[config.mk]
export PLATFORM = sky130hd
export DESIGN_NAME = dtpc_alu
export DESIGN_NICKNAME = d
export VERILOG_FILES = /design/src/hdl/assert_macros.svh /design/src/hdl/dtpc_pkg.sv /design/src/hdl/dtpc_alu.sv
export SDC_FILE = /design/constraint.sdc
export NUM_CORES = 1
export LEC_CHECK = 0
export BUFFER_PORTS_ARGS = -buffer_cell sky130_fd_sc_hd__buf_2
export CORE_UTILIZATION = 59
export DETAILED_ROUTE_END_ITERATION = 6
export PLACE_DENSITY = 0.95
export SETUP_SLACK_MARGIN = 0.15
export SYNTH_ARGS = -nofsm -noshare
export SYNTH_HDL_FRONTEND = slang
export SYNTH_SLANG_ARGS = --single-unit
[constraint.sdc]
create_clock -name vclk -period 5.45
set_input_delay 0 -clock vclk [all_inputs]
set_output_delay 0 -clock vclk [all_outputs]
set_load 0.005 [all_outputs]
[src/hdl/assert_macros.svh]
// Assertion macros for the RTL of the digit trie conflict checker.
`ifndef ASSERT_MACROS_SVH
`define ASSERT_MACROS_SVH

`ifndef SYNTHESIS

// The consequent must hold in the same cycle as the antecedent.
`define DTPC_ASSERT_SAME(label, clk, rst_n, ante, cons) \
    label: assert property (@(posedge clk) disable iff (!rst_n) (ante) |-> (cons)) \
        else $error("dtpc assertion failed");

// The consequent must hold in the cycle after the antecedent.
`define DTPC_ASSERT_NEXT(label, clk, rst_n, ante, cons) \
    label: assert property (@(posedge clk) disable iff (!rst_n) (ante) |=> (cons)) \
        else $error("dtpc assertion failed");

`else

`define DTPC_ASSERT_SAME(label, clk, rst_n, ante, cons)
`define DTPC_ASSERT_NEXT(label, clk, rst_n, ante, cons)

`endif

`endif

[src/hdl/dtpc_pkg.sv]
// Shared constants and types of the digit trie conflict checker.
package dtpc_pkg;

    // Size of the node pool and number of child links per node.
    localparam int unsigned NODE_COUNT = 65536;
    localparam int unsigned RADIX      = 10;

    // Field and storage widths.
    localparam int unsigned DIGIT_W     = 4;
    localparam int unsigned DIGIT_EXT_W = DIGIT_W + 1;
    localparam int unsigned NODE_W      = $clog2(NODE_COUNT);
    localparam int unsigned FREE_W      = $clog2(NODE_COUNT + 1);
    localparam int unsigned SLOT_COUNT  = NODE_COUNT * RADIX;
    localparam int unsigned SLOT_W      = $clog2(SLOT_COUNT);
    localparam int unsigned KID_IDX_W   = $clog2(RADIX);

    // One word of node information: end mark and one presence bit per child.
    typedef struct packed {
        logic             end_mark;
        logic [RADIX-1:0] kids;
    } t_node_info;

    // Operations of the shared address unit.
    typedef enum logic {
        ALU_SLOT,
        ALU_INC
    } t_alu_op;

endpackage

[src/hdl/dtpc_alu.sv]
// Shared address unit: child slot address and free-node increment.
module dtpc_alu (
    input  dtpc_pkg::t_alu_op                  i_op,
    input  logic [dtpc_pkg::NODE_W-1:0]        i_node,
    input  logic [dtpc_pkg::KID_IDX_W-1:0]     i_digit,
    input  logic [dtpc_pkg::FREE_W-1:0]        i_count,
    output logic [dtpc_pkg::SLOT_W-1:0]        o_result
);
    import dtpc_pkg::*;

    // Slot address is node times radix plus digit; the increment bumps the free count.
    always_comb begin
        unique case (i_op)
            ALU_SLOT: o_result = SLOT_W'(i_node) * SLOT_W'(RADIX) + SLOT_W'(i_digit);
            ALU_INC:  o_result = SLOT_W'(i_count) + SLOT_W'(1);
            default:  o_result = '0;
        endcase
    end

endmodule

=== Word-level counts from Yosys, hierarchy flattened ===
Index checks and enable logic that the tools add are counted.

* Multiply operators: 1
* Bitwise logic cells: 1
* Divide/modulo/power cells: 0
* Equality and inequality tests: 0
* Mux-type cells: 1
* Add/sub/neg operators: 2
* Order comparisons: 0
* Shifts and indexed selects: 0
* Reductions and logical operators: 0

{| class="wikitable"
|+ Operator list
! cell !! count
|-
| $pmux W20 S2 || 1
|-
| $add A20 B4 Y20 || 1
|-
| $mul A16 B3 Y19 const B || 1
|-
| $add A17 B1 Y18 const B || 1
|-
| $not A1 Y1 || 1
|}

* Latch bits: 0
* Memory bits (writable): 0
* Bits in read-only memories: 0
* Bits in registers: 0
* Memories: 0
* Logic and storage cells: 5

=== Depth between registers and ports, before layout ===
* Word-level depth: 3
* Mapped depth: 12
* Mapped depth without buffers: 12

=== Least setup slack after synthesis ===
Ideal clock, no wire load.

* Path type: input to output
* Start: input i_node[1] (netlist bit)
* End: output o_result[18] (netlist bit)
* Stages on the path: 12
* Arrival: 2.611 ns
* Path slack: 2.839 ns
* Buffers on the path: 0
* Path through: ha_1 > ha_1 > inv_1 > fa_1 > xnor2_1 > nand2b_1 > nor3b_1 > nand4_4 > nor4_4 > nand2_2 > or3_1 > a21oi_1

* Word-level cells in the longest chain between the ends: 3

{| class="wikitable"
|+ RTL lines
! what !! RTL line !! text
|-
| start, declared || dtpc_alu.sv:4 || <nowiki>input logic [dtpc_pkg::NODE_W-1:0] i_node,</nowiki>
|-
| $mul A16 B3 Y19 || dtpc_alu.sv:14 || <nowiki>ALU_SLOT: o_result = SLOT_W'(i_node) * SLOT_W'(RADIX) + SLOT_W'(i_digit);</nowiki>
|-
| $add A20 B4 Y20 || dtpc_alu.sv:14 ||
|-
| $pmux W20 S2 || dtpc_alu.sv:13 || <nowiki>unique case (i_op)</nowiki>
|-
| end, declared || dtpc_alu.sv:7 || <nowiki>output logic [dtpc_pkg::SLOT_W-1:0] o_result</nowiki>
|}

No other way between the ends.

=== Worst setup path in the final report ===
Same ends and word-level chain as after synthesis.

==> reports/qor.yml <==
critical_path:
  endpoint_kind: "primary output"
  critPathKind: "in2out"
  worstPathRequired_ns: 5.45
  crit_path_start_kind: "primary input"
  crit_fanout: 3
  arrival_ns: 3.04
finish:
  fillers: 217
  nFlopsAndLatches: 0
  final-seq-area_um2: 0
  final_nets: 374
  instances_no_fill: 331
  antenna_cells: 0
  area_delta_synth_final_pct: 17.5
  clkbuf_count: 0
  drive_gt1_share_pct: 24.7
synthesis:
  synth.most_common_cell: "ha_1"
  synth.top_cell.area_share_pct: 22.3
  synth_area_leader_cell: "ha_1"
  yosysWarnings: 0
  yosys-top-cells-count: "32 x ha_1, 25 x nand2_1, 20 x nor2_1, 20 x xor2_1, 17 x xnor2_1"
  yosys.cell_types.count: 55
  syn-cell-area_um2: 1800
  synth_cells: 246
  yosysSeqAreaShare_pct: 0
  synth_area_leaders: "ha_1 22%, xor2_1 9.7%, xnor2_1 8.3%, nand2_1 5.2%, nor2_1 4.2%"
  syn_nets: 318
  avgSynthCellArea_um2: 7.31
placed_design:
  place_congestion: 0.901
  placed_cells: 331
  portBuffers: 58
  dpl.hpwl_um: 3720
grt:
  track_usage_pct: 26.1
  grt_max_degree: 35
  grt_pass1_vias: 1732
  antenna_found_initial: 0
  overflow: 0
  grt_pass1_wl_um: 7080
detailed_routing:
  wirelength_um: 4320
  via_per_inst: 5.95
  route.detailed.drc: 4
  wire_per_inst_um: 13.0
  vias: 1968
  ant_nets: 0
  drtPass1Iterations: 6
  drt_iter0_drc: 137
power:
  leakage_nw: 0.981
  powerDensity_nw_per_um2: 134
  ir_drop_v: 0.0000828
clock_network:
  postCtsSetupBuffers: 0
  cts.repair.resized: 0
  cts_hold_buffers: 0
timing:
  period_needed_ns: 3.04
  final.setup.tns_ns: 0
  rsz0062_at_grt: "no"
  tightestPinTransition_ns: 0.672
  relSlewSlack_pct: 54.9
  setup_viol: 0
  max_freq_ghz: 0.329
  whs_ns: 0.306
  period_share_pct: 55.8
  slew_viol_final: 0
  hold_viol_final: 0
die:
  initial_core_util_pct: 63.6
  die_w_um: 57.2
  die-area_um2: 3270
  ios: 58
  die_y_um: 57.2
  core_um2: 2830
  row_count: 19
outcome:
  violations: "design-rule violations"
  status: "complete, but fails checks"
run:
  max_cap_viol_count: 0
hold_path:
  hold_class: "in2out"
## metrics by stage
step / setup slack, ns / instance area [um2] / total power [W] / utilization [%]
final: 2.41 / 2110 / 0.000283 / 74.7
after global routing: 2.19 / 2110 / 0.000310 / 74.7
after CTS: 2.42 / 2110 / 0.000281 / 74.7
after detailed placement: 2.42 / 2110 / 0.000279 / 74.7
after global placement: 2.50 / 2110 / 0.000268 / 74.7
after floorplan: 2.84 / 1800 / 0.000200 / -
## worst max-delay path: stages
cell	delay, ns
buf_2	0.11
ha_1	0.27
ha_1	0.17
inv_1	0.06
fa_1	0.42
xnor2_1	0.24
nand2b_1	0.10
nor3b_1	0.39
nand4_4	0.19
nor4_4	0.37
nand2_2	0.12
or3_1	0.33
a21oi_1	0.13
buf_2	0.13
## path summary, 6_finish.rpt
path | end | startpoint | cells after the start | slack [ns]
min | o_result[0] | i_digit[0] | 4 | 0.31
max | o_result[18] | i_node[1] | 14 | 2.41
## final cells by class
class                           instances  area [um2]  area share [%]
Inverter                               11        41.3            1.95
Tap cell                               31        38.8            1.84
Multi-Input combinational cell        231        1740            82.5
Timing Repair Buffer                   58         290            13.7
## cells by family after synthesis
kind of cell / after synthesis / synth area share [%]
simple gates: 96 / 29.6
compound gates: 60 / 22.4
xor+xnor: 37 / 18.0
fa+ha+maj: 34 / 24.5
buf+inv: 15 / 3.13
mux: 4 / 2.30
## layer usage
| layer | part of all wire, % | wire, um | vias to the layer above | GRT usage (%) |
|---|---|---|---|---|
| met2 | 49 | 2100 | 70 | 50.3 |
| met1 | 45 | 1960 | 879 | 32.8 |
| li1 | - | - | 1013 | - |
| met4 | 1.2 | 51 | 0 | 3.48 |
| met5 | 0 | 0 | - | 0 |
| met3 | 4.8 | 209 | 6 | 0.680 |
## cell usage in the layout (no fill, tap or decap), types with 4 or more instances in the layout
cell and n:
a211oi_1 4, a21oi_1 13, and3_1 6, buf_2 58, ha_1 32, inv_1 10, nand2_1 25, nand3_1 11
nand4_1 7, nor2_1 20, nor2b_1 4, o21ai_0 14, o21ai_1 6, xnor2_1 17, xor2_1 20
## report_power, final
group          switching (W)  internal, W
clock                      0            0
sequential                 0            0
combinational       0.000163     0.000120
(Power assumes the default switching activity.)
