$ cat src/hdl/assert_macros.svh
// Assertion macros for the RTL of the digit trie conflict checker.
`ifndef ASSERT_MACROS_SVH
`define ASSERT_MACROS_SVH

`ifndef SYNTHESIS

// The consequent must hold in the same cycle as the antecedent.
`define DTPC_ASSERT_SAME(label, clk, rst_n, ante, cons) \
    label: assert property (@(posedge clk) disable iff (!rst_n) (ante) |-> (cons)) \
        else $error("dtpc assertion failed");

// The consequent must hold in the cycle after the antecedent.
`define DTPC_ASSERT_NEXT(label, clk, rst_n, ante, cons) \
    label: assert property (@(posedge clk) disable iff (!rst_n) (ante) |=> (cons)) \
        else $error("dtpc assertion failed");

`else

`define DTPC_ASSERT_SAME(label, clk, rst_n, ante, cons)
`define DTPC_ASSERT_NEXT(label, clk, rst_n, ante, cons)

`endif

`endif

$ cat src/hdl/dtpc_ram.sv
// Generic single-write, single-read RAM with registered read data.
module dtpc_ram #(
    parameter int unsigned DEPTH  = 16,
    parameter int unsigned DATA_W = 8,
    localparam int unsigned ADDR_W = $clog2(DEPTH)
) (
    input  logic              i_clk,
    input  logic              i_we,
    input  logic [ADDR_W-1:0] i_waddr,
    input  logic [DATA_W-1:0] i_wdata,
    input  logic              i_re,
    input  logic [ADDR_W-1:0] i_raddr,
    output logic [DATA_W-1:0] o_rdata
);

    logic [DATA_W-1:0] r_mem [DEPTH];

    // Write port.
    always_ff @(posedge i_clk) begin
        if (i_we) begin
            r_mem[i_waddr] <= i_wdata;
        end
    end

    // Read port; the data holds until the next read.
    always_ff @(posedge i_clk) begin
        if (i_re) begin
            o_rdata <= r_mem[i_raddr];
        end
    end

endmodule

$ cat config.mk
export PLATFORM = sky130hd
export DESIGN_NAME = dtpc_ram
export DESIGN_NICKNAME = d
export VERILOG_FILES = /design/src/hdl/assert_macros.svh /design/src/hdl/dtpc_ram.sv
export SDC_FILE = /design/constraint.sdc
export NUM_CORES = 1
export LEC_CHECK = 0
export ABC_AREA = 1
export BUFFER_PORTS_ARGS = -buffer_cell sky130_fd_sc_hd__buf_2
export CAP_MARGIN = 20
export CORE_MARGIN = 5
export CORE_UTILIZATION = 60
export CTS_CLUSTER_SIZE = 10
export DETAILED_ROUTE_END_ITERATION = 10
export HOLD_SLACK_MARGIN = 0.03
export MAX_ROUTING_LAYER = met4
export PLACE_DENSITY = 0.78
export SLEW_MARGIN = 20
export SYNTH_ARGS = -nofsm -noshare
export SYNTH_HDL_FRONTEND = slang
export SYNTH_SLANG_ARGS = --single-unit
$ cat constraint.sdc
create_clock -name i_clk -period 1.7 [get_ports i_clk]
set_clock_uncertainty 0.15 [all_clocks]
set_input_delay 0.425 -clock i_clk [delete_from_list [all_inputs] [get_ports i_clk]]
set_output_delay 0.425 -clock i_clk [all_outputs]
set_load 0.1 [all_outputs]
# --- Word-level counts from Yosys, hierarchy flattened ---
# Memories as Yosys holds them, arrays and structs flattened. A register that Yosys moved wholly into a read port is not among the register bits.
# Cells that the tools add are included.
word_totals:
  inputBits: 19
  n_memories: 1
  word_cells: 3
  reg_bits: 0
  out_inout_bits: 8
  mem_bits_rw: 128
mem_list:
  columns: ["memory", "words", "word_bits", "rd", "rd_clocked_by_memory_dff", "write_ports", "line_no", "source"]
  rows:
  - ["r_mem", 16, 8, 1, 1, 1, "dtpc_ram.sv:16", "logic [DATA_W-1:0] r_mem [DEPTH];"]
classes:
  n_mux: 2
op_table:
  columns: ["cell", "count"]
  rows:
  - ["$mux W1", 2]

# --- Longest topological paths before layout ---
# Gate-level depths: netlist of the first run.
logic_depth:
  word_depth: 2
  mapped_depth: 8
  depth_no_buf: 7

# --- Worst setup path after synthesis of the first run ---
# OpenSTA, ideal clock, no wires.
synth_timing:
  path_kind: "input to register"
  startpoint: "input i_waddr[2]"
  endpoint: "memory r_mem[10][0] (enable)"
  setup_time_ps: 370
  arrival_time_ps: 1006
  required_time_ps: 1180
  path_stages: 2
  path_slack_ps: 174
  path_cell_list: "nand3b_1 -> nor2_1"
synth_rtl:
  columns: ["element", "line_no", "source"]
  rows:
  - ["start: declaration", "dtpc_ram.sv:9", "input logic [ADDR_W-1:0] i_waddr,"]
  - ["end: declaration", "dtpc_ram.sv:16", null]
# Straight into the memory's write port.

# --- Worst setup path in the final report of the first run ---
layout_timing:
  startpoint: "register o_rdata[0] (read register of r_mem)"
  endpoint: "output o_rdata[0]"
layout_rtl:
  columns: ["element", "line_no", "source"]
  rows:
  - ["start: declaration", "dtpc_ram.sv:13", "output logic [DATA_W-1:0] o_rdata"]
# No word-level cell between the ends.

==> out/qor.csv, run 1 <==
stage,metric,value,unit
outcome,status,"complete, but fails checks",
outcome,violations,negative setup slack,
placement,place_hpwl,7930,um
clocking,cts_tree,built,
floorplanning,die_w,109,um
final_layout,fill_cells,693,
clocking,hold_buffers,0,
floorplanning,start_util,0.607,
synthesis,synth_cell_types,11,
worst_setup_path,cp_cell_sequence,buf_6,
clocking,clk_pin_slew,60,ps
floorplanning,ios,27,
synthesis,synth_xor_area_frac,0,
worst_hold_path,min_path_type,in -> reg,
worst_hold_path,min-delay-start,i_re,
placement,gp_congestion,0.888,
synthesis,syn_nets,570,
drt,via_count,4043,
final_layout,nNetsFinal,616,
global_route,antenna_found_initial,0,
clocking,insertion_delay,520,ps
placement,dpl_cell_area,0.00621,sq mm
clocking,htreeDepth,4,
floorplanning,die_h,109,um
floorplanning,core_area,0.00964,sq mm
drt,drc,0,
synthesis,synth_compound_area_frac,0,
synthesis,ys_ff_latch,136,
drt,routedWlPerCell,18.0,um
power,leakage,2.97,nW
synthesis,avgSynthCellArea,10.6,sq um
worst_setup_path,arrival,1170,ps
clocking,cts_sinks,136,
worst_setup_path,start_kind,register,
floorplanning,die_area,0.0118,sq mm
synthesis,synthSimpleGateAreaFrac,0.208,
global_route,overflow,0,
worst_setup_path,critPathMaxFanout,1,
synthesis,synth.cell_area,0.00585,sq mm
worst_setup_path,crit_buf_inv,1,
timing,finalSetupTns,-94.7,ps
drt,drt_wl_total,13400,um
worst_setup_path,crit_family,flip-flops,
worst_setup_path,slowest_stage,edfxtp_1,
clocking,root_buffer,clkbuf_8,
clocking,clockBufferDepth,2,
timing,drv_slew,0,
worst_setup_path,required,1120,ps
final_layout,area_growth,17.4,%
synthesis,synth_top_family_by_area,simple AND/OR/NAND/NOR gates,
worst_setup_path,reg2reg_slack,340,ps
run,cap_violations,0,
synthesis,synthAdderAreaFrac,0,
synthesis,ys_seq_area_frac,0.698,
power,vdd_drop_max,0.724,mV
timing,rsz0062_at_grt,yes,
timing,fin_crit,1750,ps
timing,fmax,0.573,GHz
drt,first_pass_iters,5,
synthesis,synth_area_leader_cell,edfxtp_1,
worst_setup_path,path_class,reg -> out,
final_layout,antennaDiodeCount,0,
worst_setup_path,rr_startpoint,r_mem[1][2]$_DFFE_PP_,
timing,tightest_slew,607,ps
synthesis,synthMuxAreaShare,0,
timing,setup_slack,-46.4,ps
timing,max_slew_margin,0.595,
drt,drt-initial-drc-count,405,
synthesis,synthCells,551,
timing,hold_viol_final,0,
clocking,numCtsBuffers,17,
global_route,grt_max_degree,65,
placement,port_buffers,26,
global_route,grt_use_total,0.253,
worst_setup_path,startpoint,o_rdata[0]$_DFFE_PP_,
synthesis,synthTopCellsByArea,"edfxtp_1 (70%), nand2_1 (11%), nand3_1 (8.3%)",
synthesis,synth_warnings,0,
global_route,grt_pass1_vias,3893,
drt,ant_nets,0,
drt,avgViaCountPerCell,5.45,
timing,timing.final.crit_share,1.03,
floorplanning,rows,36,
final_layout,stdcell_area,0.00686,sq mm
timing,setup_violations,5,
global_route,grt_first_pass_wirelength,20900,um
worst_setup_path,critPathCaptureType,output pin,
final_layout,drive_above_1_share,0.131,
worst_setup_path,critPathMaxStageDelay,440,ps
synthesis,yosys.area.top_type_share,0.698,
power,pwr_density_cell,1180,mW/mm^2
[cells in the mapped netlist (all sizes together)]
cell type	number
buf	24
nand2	173
nor2	17
nand3b	2
edfxtp	136
inv	102
nand3	97
[flip-flops by register name, summed over array words and instances (netlist names)]
| signal | flops |
|---|---|
| r_mem | 128 |
| o_rdata | 8 |
[layout make-up]
class	instances	area, sq um	share of cell area
Sequential cell	136	4080	0.595
Multi-Input combinational cell	289	1210	0.177
Clock inverter	13	179	0.0261
Timing Repair Buffer	51	418	0.0609
Inverter	102	383	0.0558
Tap cell	133	166	0.0243
Clock buffer	18	418	0.0609
[power by group]
part	switching, mW	leakage [nW]	total [mW]	internal, mW
Sequential	0.0279	1.24	3.81	3.78
Clock	1.35	0.276	3.71	2.36
Combinational	0.440	1.46	0.606	0.165
[final timing paths]
check	end	cells past startpoint
setup / recovery	o_rdata[0]	1
hold / removal	o_rdata[2]$_DFFE_PP_	1
setup reg to reg	o_rdata[2]$_DFFE_PP_	6
hold reg to reg	o_rdata[7]$_DFFE_PP_	6
[metrics by stage]
step / setup WS (ps) / hold WS (ps) / cells / utilization / power (mW)
CTS: -59.0 / 103 / 742 / 0.712 / 8.14
global placement: -51.2 / 586 / 711 / 0.645 / 4.43
floorplan: 174 / 374 / 551 / - / 4.25
global route: -59.7 / 111 / 742 / 0.712 / 8.34
detailed placement: -69.2 / 597 / 711 / 0.645 / 4.45
finish: -46.4 / 123 / 742 / 0.712 / 8.12
[metal layers]
| metal | wire, um | vias up | GRT usage | share of wire |
|---|---|---|---|---|
| met1 | 5500 | 1944 | 0.324 | 0.41 |
| met2 | 6610 | 194 | 0.405 | 0.49 |
| li1 | - | 1873 | - | - |
| met5 | 0 | - | - | 0 |
| met3 | 941 | 32 | 0.0521 | 0.070 |
| met4 | 321 | 0 | 0.0938 | 0.024 |
[cell usage in the layout, fill, tap and decap left out]
cell type	count
clkinvlp_4	4
buf_6	8
clkinv_4	1
inv_6	1
nand3b_1	2
bufinv_16	4
clkbuf_16	16
nand2_1	173
inv_1	100
nor2_1	17
clkinv_1	3
nand3_1	97
edfxtp_1	136
buf_4	21
clkbuf_1	1
buf_2	18
buf_12	4
inv_2	2
clkbuf_8	1
[cell families after synthesis]
logic type             count (synthesis)
buffers and inverters                126
AND/OR/NAND/NOR                      289
flip-flops                           136
[what timing repair did]
| action | CTS | global route |
|---|---|---|
| pin swaps | 0 | 0 |
| resized for setup | 16 | 0 |
| setup endpoints to repair | 8 | 8 |
| buffers inserted | 0 | 0 |
Note: power is estimated with default switching activity, not from simulation.
==> run 2: changes to the inputs <==
--- a/config.mk
+++ b/config.mk
@@ -6,15 +6,17 @@
 export NUM_CORES = 1
 export LEC_CHECK = 0
 export ABC_AREA = 1
-export BUFFER_PORTS_ARGS = -buffer_cell sky130_fd_sc_hd__buf_2
+export BUFFER_PORTS_ARGS = -buffer_cell sky130_fd_sc_hd__buf_4
 export CAP_MARGIN = 20
+export CELL_PAD_IN_SITES_DETAIL_PLACEMENT = 1
+export CELL_PAD_IN_SITES_GLOBAL_PLACEMENT = 2
 export CORE_MARGIN = 5
-export CORE_UTILIZATION = 60
+export CORE_UTILIZATION = 41
 export CTS_CLUSTER_SIZE = 10
 export DETAILED_ROUTE_END_ITERATION = 10
 export HOLD_SLACK_MARGIN = 0.03
 export MAX_ROUTING_LAYER = met4
-export PLACE_DENSITY = 0.78
+export PLACE_DENSITY_LB_ADDON = 0.1
 export SLEW_MARGIN = 20
 export SYNTH_ARGS = -nofsm -noshare
 export SYNTH_HDL_FRONTEND = slang
==> out/qor.csv, run 2 (same netlist as run 1, synthesis figures left out) <==
stage,metric,value,unit,change
outcome,status,"finished, final reports clean",,"was complete, but fails checks"
final_layout,fin_cells,793,,was 742
timing,rsz0062_at_grt,no,,was yes
drt,avgViaCountPerCell,4.94,,was 5.45
placement,port_buffers,26,,unchanged
clocking,clockBufferDepth,2,,unchanged
placement,dp_cells,763,,was 711
run,cap_violations,0,,unchanged
worst_hold_path,min-delay-start,i_re,,unchanged
final_layout,drive_above_1_share,0.127,,was 0.131
timing,fmax,0.600,GHz,was 0.573 GHz
worst_setup_path,cp_cell_sequence,buf_4,,was buf_6
clocking,cts_tree,built,,unchanged
worst_setup_path,arrival,1090,ps,was 1170 ps
final_layout,antennaDiodeCount,0,,unchanged
floorplanning,die_h,129,um,was 109 um
worst_setup_path,crit_buf_inv,1,,unchanged
global_route,grt_pass1_vias,4069,,was 3893
worst_setup_path,slowest_stage,edfxtp_1,,unchanged
placement,gp_congestion,0.794,,was 0.888
global_route,antenna_found_initial,0,,unchanged
floorplanning,start_util,0.420,,was 0.607
final_layout,reg_top3,"r_mem: 128 flops, o_rdata: 8 flops",,unchanged
drt,drt-initial-drc-count,307,,was 405
drt,first_pass_iters,5,,unchanged
final_layout,postLayoutCoreUtil,0.494,,was 0.712
worst_setup_path,crit_family,flip-flops,,unchanged
worst_setup_path,required,1120,ps,about the same
timing,max_slew_margin,0.812,,was 0.595
worst_setup_path,reg2reg_slack,380,ps,was 340 ps
drt,drc,0,,unchanged
worst_setup_path,reg2reg_to,o_rdata[1]$_DFFE_PP_,,was o_rdata[2]$_DFFE_PP_
global_route,grt_max_degree,43,,was 65
power,vdd_drop_max,0.682,mV,was 0.724 mV
timing,timing.final.crit_share,0.981,,was 1.03
clocking,cts_sinks,136,,unchanged
floorplanning,die_w,129,um,was 109 um
power,leakage,2.97,nW,about the same
clocking,htreeDepth,4,,unchanged
clocking,hold_buffers,0,,unchanged
final_layout,area_growth,17.8,%,was 17.4%
clocking,clk_pin_slew,60,ps,about the same
timing,finalSetupTns,0,ps,was -94.7 ps
drt,via_count,3917,,was 4043
global_route,overflow,0,,unchanged
drt,ant_nets,0,,unchanged
final_layout,largest_reg_flops,128,,unchanged
final_layout,nNetsFinal,621,,was 616
floorplanning,rows,43,,was 36
worst_setup_path,start_kind,register,,unchanged
worst_setup_path,rr_startpoint,r_mem[9][1]$_DFFE_PP_,,was r_mem[1][2]$_DFFE_PP_
timing,hold_viol_final,0,,unchanged
floorplanning,die_area,0.0167,sq mm,was 0.0118 sq mm
worst_hold_path,hold_path_depth,1,,unchanged
worst_hold_path,min_path_type,in -> reg,,unchanged
worst_setup_path,critPathMaxStageDelay,370,ps,was 440 ps
floorplanning,core_area,0.0139,sq mm,was 0.00964 sq mm
worst_setup_path,reg2regPathDepth,6,,unchanged
drt,drt_wl_total,15500,um,was 13400 um
clocking,insertion_delay,420,ps,was 520 ps
timing,drv_slew,0,,unchanged
drt,routedWlPerCell,19.5,um,was 18.0 um
global_route,grt_first_pass_wirelength,23900,um,was 20900 um
worst_setup_path,critPathCaptureType,output pin,,unchanged
final_layout,fill_cells,1524,,was 693
worst_setup_path,path_class,reg -> out,,unchanged
worst_setup_path,critPathMaxFanout,1,,unchanged
final_layout,mostFrequentLayoutCell,nand2_1,,unchanged
final_layout,max_flop_register,r_mem,,unchanged
clocking,root_buffer,clkbuf_16,,was clkbuf_8
worst_hold_path,hold_end,o_rdata[5]$_DFFE_PP_,,was o_rdata[2]$_DFFE_PP_
timing,fin_crit,1670,ps,was 1750 ps
final_layout,final_cell_mix,"nand2_1 (173), edfxtp_1 (136), inv_1 (100)",,unchanged
clocking,numCtsBuffers,17,,unchanged
floorplanning,ios,27,,unchanged
timing,tightest_slew,282,ps,was 607 ps
global_route,grt_use_total,0.205,,was 0.253
placement,place_hpwl,9960,um,was 7930 um
power,pwr_density_cell,1090,mW/mm^2,was 1180 mW/mm^2
timing,setup_violations,0,,was 5
==> run 2: cell count changes in the layout (fill, tap and decap cells not counted), sizes merged <==
cell	delta
buf	+5
bufinv	-4
clkbuf	+4
clkinv	+4
clkinvlp	-4
inv	-1
==> run 2: cell type report <==
| cell class | count | area (sq um) | area share |
|---|---|---|---|
| inverter | 102 | 383 | 0.0556 |
| clock inverter | 8 | 33.8 | 0.00490 |
| sequential | 136 | 4080 | 0.593 |
| multi-input combinational | 289 | 1210 | 0.176 |
| clock buffer | 22 | 444 | 0.0645 |
| tap | 180 | 225 | 0.0327 |
| timing repair buffer | 56 | 507 | 0.0735 |
==> run 2: metrics by stage <==
step	setup slack, ps	hold WS [ps]	cell area (sq um)	total power, mW
after floorplan	174	374	5850	4.25
after global placement	-88.2	590	6400	4.52
after detailed placement	-120	603	6400	4.53
after CTS	-5.17	166	6880	7.59
after global routing	0.573	173	6890	7.80
final	32.3	175	6890	7.52
==> run 2: worst max-delay path by stage <==
stage | startpoint | end | slack [ps] | cells after the start
after floorplan | i_waddr[2] | r_mem[10][0]$_DFFE_PP_ | 170 | 2
after global placement | i_raddr[0] | o_rdata[5]$_DFFE_PP_ | -90 | 8
after detailed placement | i_raddr[0] | o_rdata[5]$_DFFE_PP_ | -120 | 8
after CTS | o_rdata[7]$_DFFE_PP_ | o_rdata[7] | -5 | 1
after global routing | o_rdata[7]$_DFFE_PP_ | o_rdata[7] | 0.6 | 1
final | o_rdata[5]$_DFFE_PP_ | o_rdata[5] | 30 | 1
==> run 2: worst register-to-register path: stages (launching register included) <==
cell,delay (ps)
edfxtp_1,370
inv_1,70
nand2_1,50
nand3_1,120
nand3_1,90
nand3_1,140
nand2_1,90
==> run 2: report_power, final <==
part	leakage [nW]	switching [mW]	internal, mW
Combinational	1.50	0.461	0.186
Clock	0.235	1.26	1.81
Sequential	1.24	0.0260	3.78
==> run 2: per-layer routing <==
metal | part of all wire | track usage
met2 | 0.46 | 0.310
met5 | 0 | -
met3 | 0.035 | 0.0371
met4 | 0.014 | 0.0685
met1 | 0.49 | 0.281
==> run 2: repair_timing <==
action,4_1_cts,5_1_grt
resized for setup,1,2
setup endpoints to repair,1,2
buffers inserted,0,0
cloned,0,0
==> run 3: changes to the inputs <==
--- a/config.mk
+++ b/config.mk
@@ -5,13 +5,12 @@
 export SDC_FILE = /design/constraint.sdc
 export NUM_CORES = 1
 export LEC_CHECK = 0
-export ABC_AREA = 1
 export BUFFER_PORTS_ARGS = -buffer_cell sky130_fd_sc_hd__buf_4
 export CAP_MARGIN = 20
 export CELL_PAD_IN_SITES_DETAIL_PLACEMENT = 1
 export CELL_PAD_IN_SITES_GLOBAL_PLACEMENT = 2
 export CORE_MARGIN = 5
-export CORE_UTILIZATION = 41
+export CORE_UTILIZATION = 48
 export CTS_CLUSTER_SIZE = 10
 export DETAILED_ROUTE_END_ITERATION = 10
 export HOLD_SLACK_MARGIN = 0.03
==> out/qor.csv, run 3 <==
stage,metric,value,unit,change
outcome,status,"complete, but fails checks",,"was finished, final reports clean"
outcome,violations,negative setup slack,,
final_layout,antennaDiodeCount,0,,unchanged
clocking,clk_pin_slew,60,ps,about the same
worst_setup_path,path_class,reg -> out,,unchanged
final_layout,final_cell_mix,"edfxtp_1 (136), buf_4 (48), mux4_2 (29)",,"was nand2_1 (173), edfxtp_1 (136), inv_1 (100)"
drt,first_pass_iters,4,,was 5
synthesis,avgSynthCellArea,22.8,sq um,was 10.6 sq um
final_layout,nNetsFinal,321,,was 621
worst_setup_path,start_kind,register,,unchanged
timing,fin_crit,1750,ps,was 1670 ps
power,leakage,2.23,nW,was 2.97 nW
synthesis,ys_ff_latch,136,,unchanged
clocking,numCtsBuffers,17,,unchanged
timing,fmax,0.572,GHz,was 0.600 GHz
power,pwr_density_cell,1270,mW/mm^2,was 1090 mW/mm^2
clocking,cts_tree,built,,unchanged
drt,ant_nets,0,,unchanged
floorplanning,die_area,0.0131,sq mm,was 0.0167 sq mm
clocking,hold_buffers,0,,unchanged
worst_setup_path,crit_buf_inv,1,,unchanged
timing,rsz0062_at_grt,yes,,was no
floorplanning,die_w,114,um,was 129 um
global_route,grt_use_total,0.208,,was 0.205
worst_setup_path,cp_cell_sequence,buf_6,,was buf_4
final_layout,fill_cells,934,,was 1524
global_route,overflow,0,,unchanged
worst_hold_path,min_path_type,in -> reg,,unchanged
floorplanning,ios,27,,unchanged
timing,timing.final.crit_share,1.03,,was 0.981
synthesis,synth.cell_area,0.00523,sq mm,was 0.00585 sq mm
power,power,8.33,mW,was 7.52 mW
synthesis,synthTopCellsByArea,"edfxtp_1 (78%), mux4_2 (7.8%), mux4_1 (7.0%)",,"was edfxtp_1 (70%), nand2_1 (11%), nand3_1 (8.3%)"
final_layout,reg_top3,"r_mem: 128 flops, o_rdata: 8 flops",,unchanged
drt,routedWlPerCell,25.9,um,was 19.5 um
worst_setup_path,crit_family,flip-flops,,unchanged
timing,setup_slack,-49.3,ps,was 32.3 ps
global_route,grt_pass1_vias,2882,,was 4069
synthesis,synth_cell_types,18,,was 11
drt,drc,0,,unchanged
final_layout,largest_reg_flops,128,,unchanged
clocking,insertion_delay,530,ps,was 420 ps
synthesis,synth_ff_type,edfxtp_1,,unchanged
run,cap_violations,0,,unchanged
placement,port_buffers,26,,unchanged
worst_setup_path,slowest_stage,edfxtp_1,,unchanged
synthesis,synthCells,229,,was 551
worst_setup_path,arrival,1170,ps,was 1090 ps
synthesis,synth_warnings,0,,unchanged
drt,avgViaCountPerCell,5.66,,was 4.94
placement,dp_cells,423,,was 763
power,vdd_drop_max,0.823,mV,was 0.682 mV
synthesis,yosys.area.top_type_share,0.781,,was 0.698
clocking,htreeDepth,4,,unchanged
synthesis,ys_seq_area_frac,0.781,,was 0.698
floorplanning,start_util,0.486,,was 0.420
final_layout,fin_cells,455,,was 793
global_route,grt_max_degree,17,,was 43
final_layout,max_flop_register,r_mem,,unchanged
synthesis,syn_nets,248,,was 570
timing,hold_viol_final,0,,unchanged
global_route,antenna_found_initial,0,,unchanged
clocking,clockBufferDepth,2,,unchanged
global_route,grt_first_pass_wirelength,18100,um,was 23900 um
floorplanning,die_h,114,um,was 129 um
placement,gp_congestion,0.725,,was 0.794
synthesis,async_flop_share,0,,unchanged
final_layout,drive_above_1_share,0.403,,was 0.127
drt,drt-initial-drc-count,192,,was 307
synthesis,synth_common_cells,"edfxtp_1 (136), mux4_2 (18), a22oi_1 (16)",,"was nand2_1 (173), edfxtp_1 (136), inv_1 (100)"
timing,setup_violations,5,,was 0
worst_setup_path,critPathMaxStageDelay,430,ps,was 370 ps
drt,drt_wl_total,11800,um,was 15500 um
synthesis,synth_area_leader_cell,edfxtp_1,,unchanged
final_layout,mostFrequentLayoutCell,edfxtp_1,,was nand2_1
worst_setup_path,critPathMaxFanout,1,,unchanged
worst_setup_path,required,1120,ps,about the same
timing,drv_slew,0,,unchanged
drt,via_count,2576,,was 3917
timing,tightest_slew,892,ps,was 282 ps
timing,max_slew_margin,0.403,,was 0.812
final_layout,postLayoutCoreUtil,0.611,,was 0.494
synthesis,synth_edf_count,136,,unchanged
placement,place_hpwl,7720,um,was 9960 um
synthesis,synth_most_common_cell,edfxtp_1,,was nand2_1
final_layout,area_growth,25.5,%,was 17.8%
clocking,cts_sinks,136,,unchanged
floorplanning,core_area,0.0107,sq mm,was 0.0139 sq mm
worst_setup_path,critPathCaptureType,output pin,,unchanged
floorplanning,rows,38,,was 43
clocking,root_buffer,clkbuf_8,,was clkbuf_16
## run 3: cell type report
cell class	count	area, sq um	area share
repair buffers	64	614	0.0936
flip-flops and latches	136	4080	0.622
clock buffers	21	429	0.0654
multi-input cells	83	1060	0.161
well taps	140	175	0.0267
clock inverters	11	201	0.0307
## run 3: power breakdown
| part | switching, mW | leakage (nW) | total, mW | internal (mW) |
|---|---|---|---|---|
| registers | 0.0273 | 1.24 | 3.81 | 3.78 |
| clock network | 1.29 | 0.306 | 3.95 | 2.66 |
| logic | 0.346 | 0.691 | 0.571 | 0.225 |
## run 3: worst paths after layout
kind	start	to	slack (ps)	cells past startpoint
min reg2reg	r_mem[7][3]$_DFFE_PP_	o_rdata[3]$_DFFE_PP_	610	3
min	i_wdata[4]	r_mem[11][4]$_DFFE_PP_	60	1
max reg2reg	r_mem[12][2]$_DFFE_PP_	o_rdata[2]$_DFFE_PP_	50	3
max	o_rdata[4]$_DFFE_PP_	o_rdata[4]	-50	1
## run 3: stage by stage
stage / TNS, ps / instance area, sq um / worst slack, ps / hold WS [ps]
after floorplan: -637 / 5260 / -94.0 / 374
after global placement: -4620 / 5890 / -443 / 581
after detailed placement: -6100 / 5890 / -485 / 587
after CTS: -291 / 6550 / -76.6 / 47.8
after global routing: -421 / 6560 / -94.5 / 45.8
final: -136 / 6560 / -49.3 / 62.8
## run 3: timing repair
action | CTS | global route
setup buffers | 0 | 0
resized for setup | 10 | 2
endpoints found under the setup margin | 10 | 9
## run 3: cells by family (layout without fill, tap and decap cells)
logic type | after synthesis | in the layout | synth area share
compound gates | 16 | 16 | 0.0230
flops | 136 | 136 | 0.781
mux | 32 | 32 | 0.148
buf+inv | 10 | 96 | 0.0165
simple gates | 35 | 35 | 0.0314
## run 3: layer usage
| metal | up-vias | global-route usage | routed length [um] |
|---|---|---|---|
| met5 | - | - | 0 |
| met4 | 0 | 0.0673 | 210 |
| met1 | 1375 | 0.269 | 5080 |
| met2 | 68 | 0.328 | 5970 |
| li1 | 1116 | - | - |
| met3 | 17 | 0.0539 | 536 |
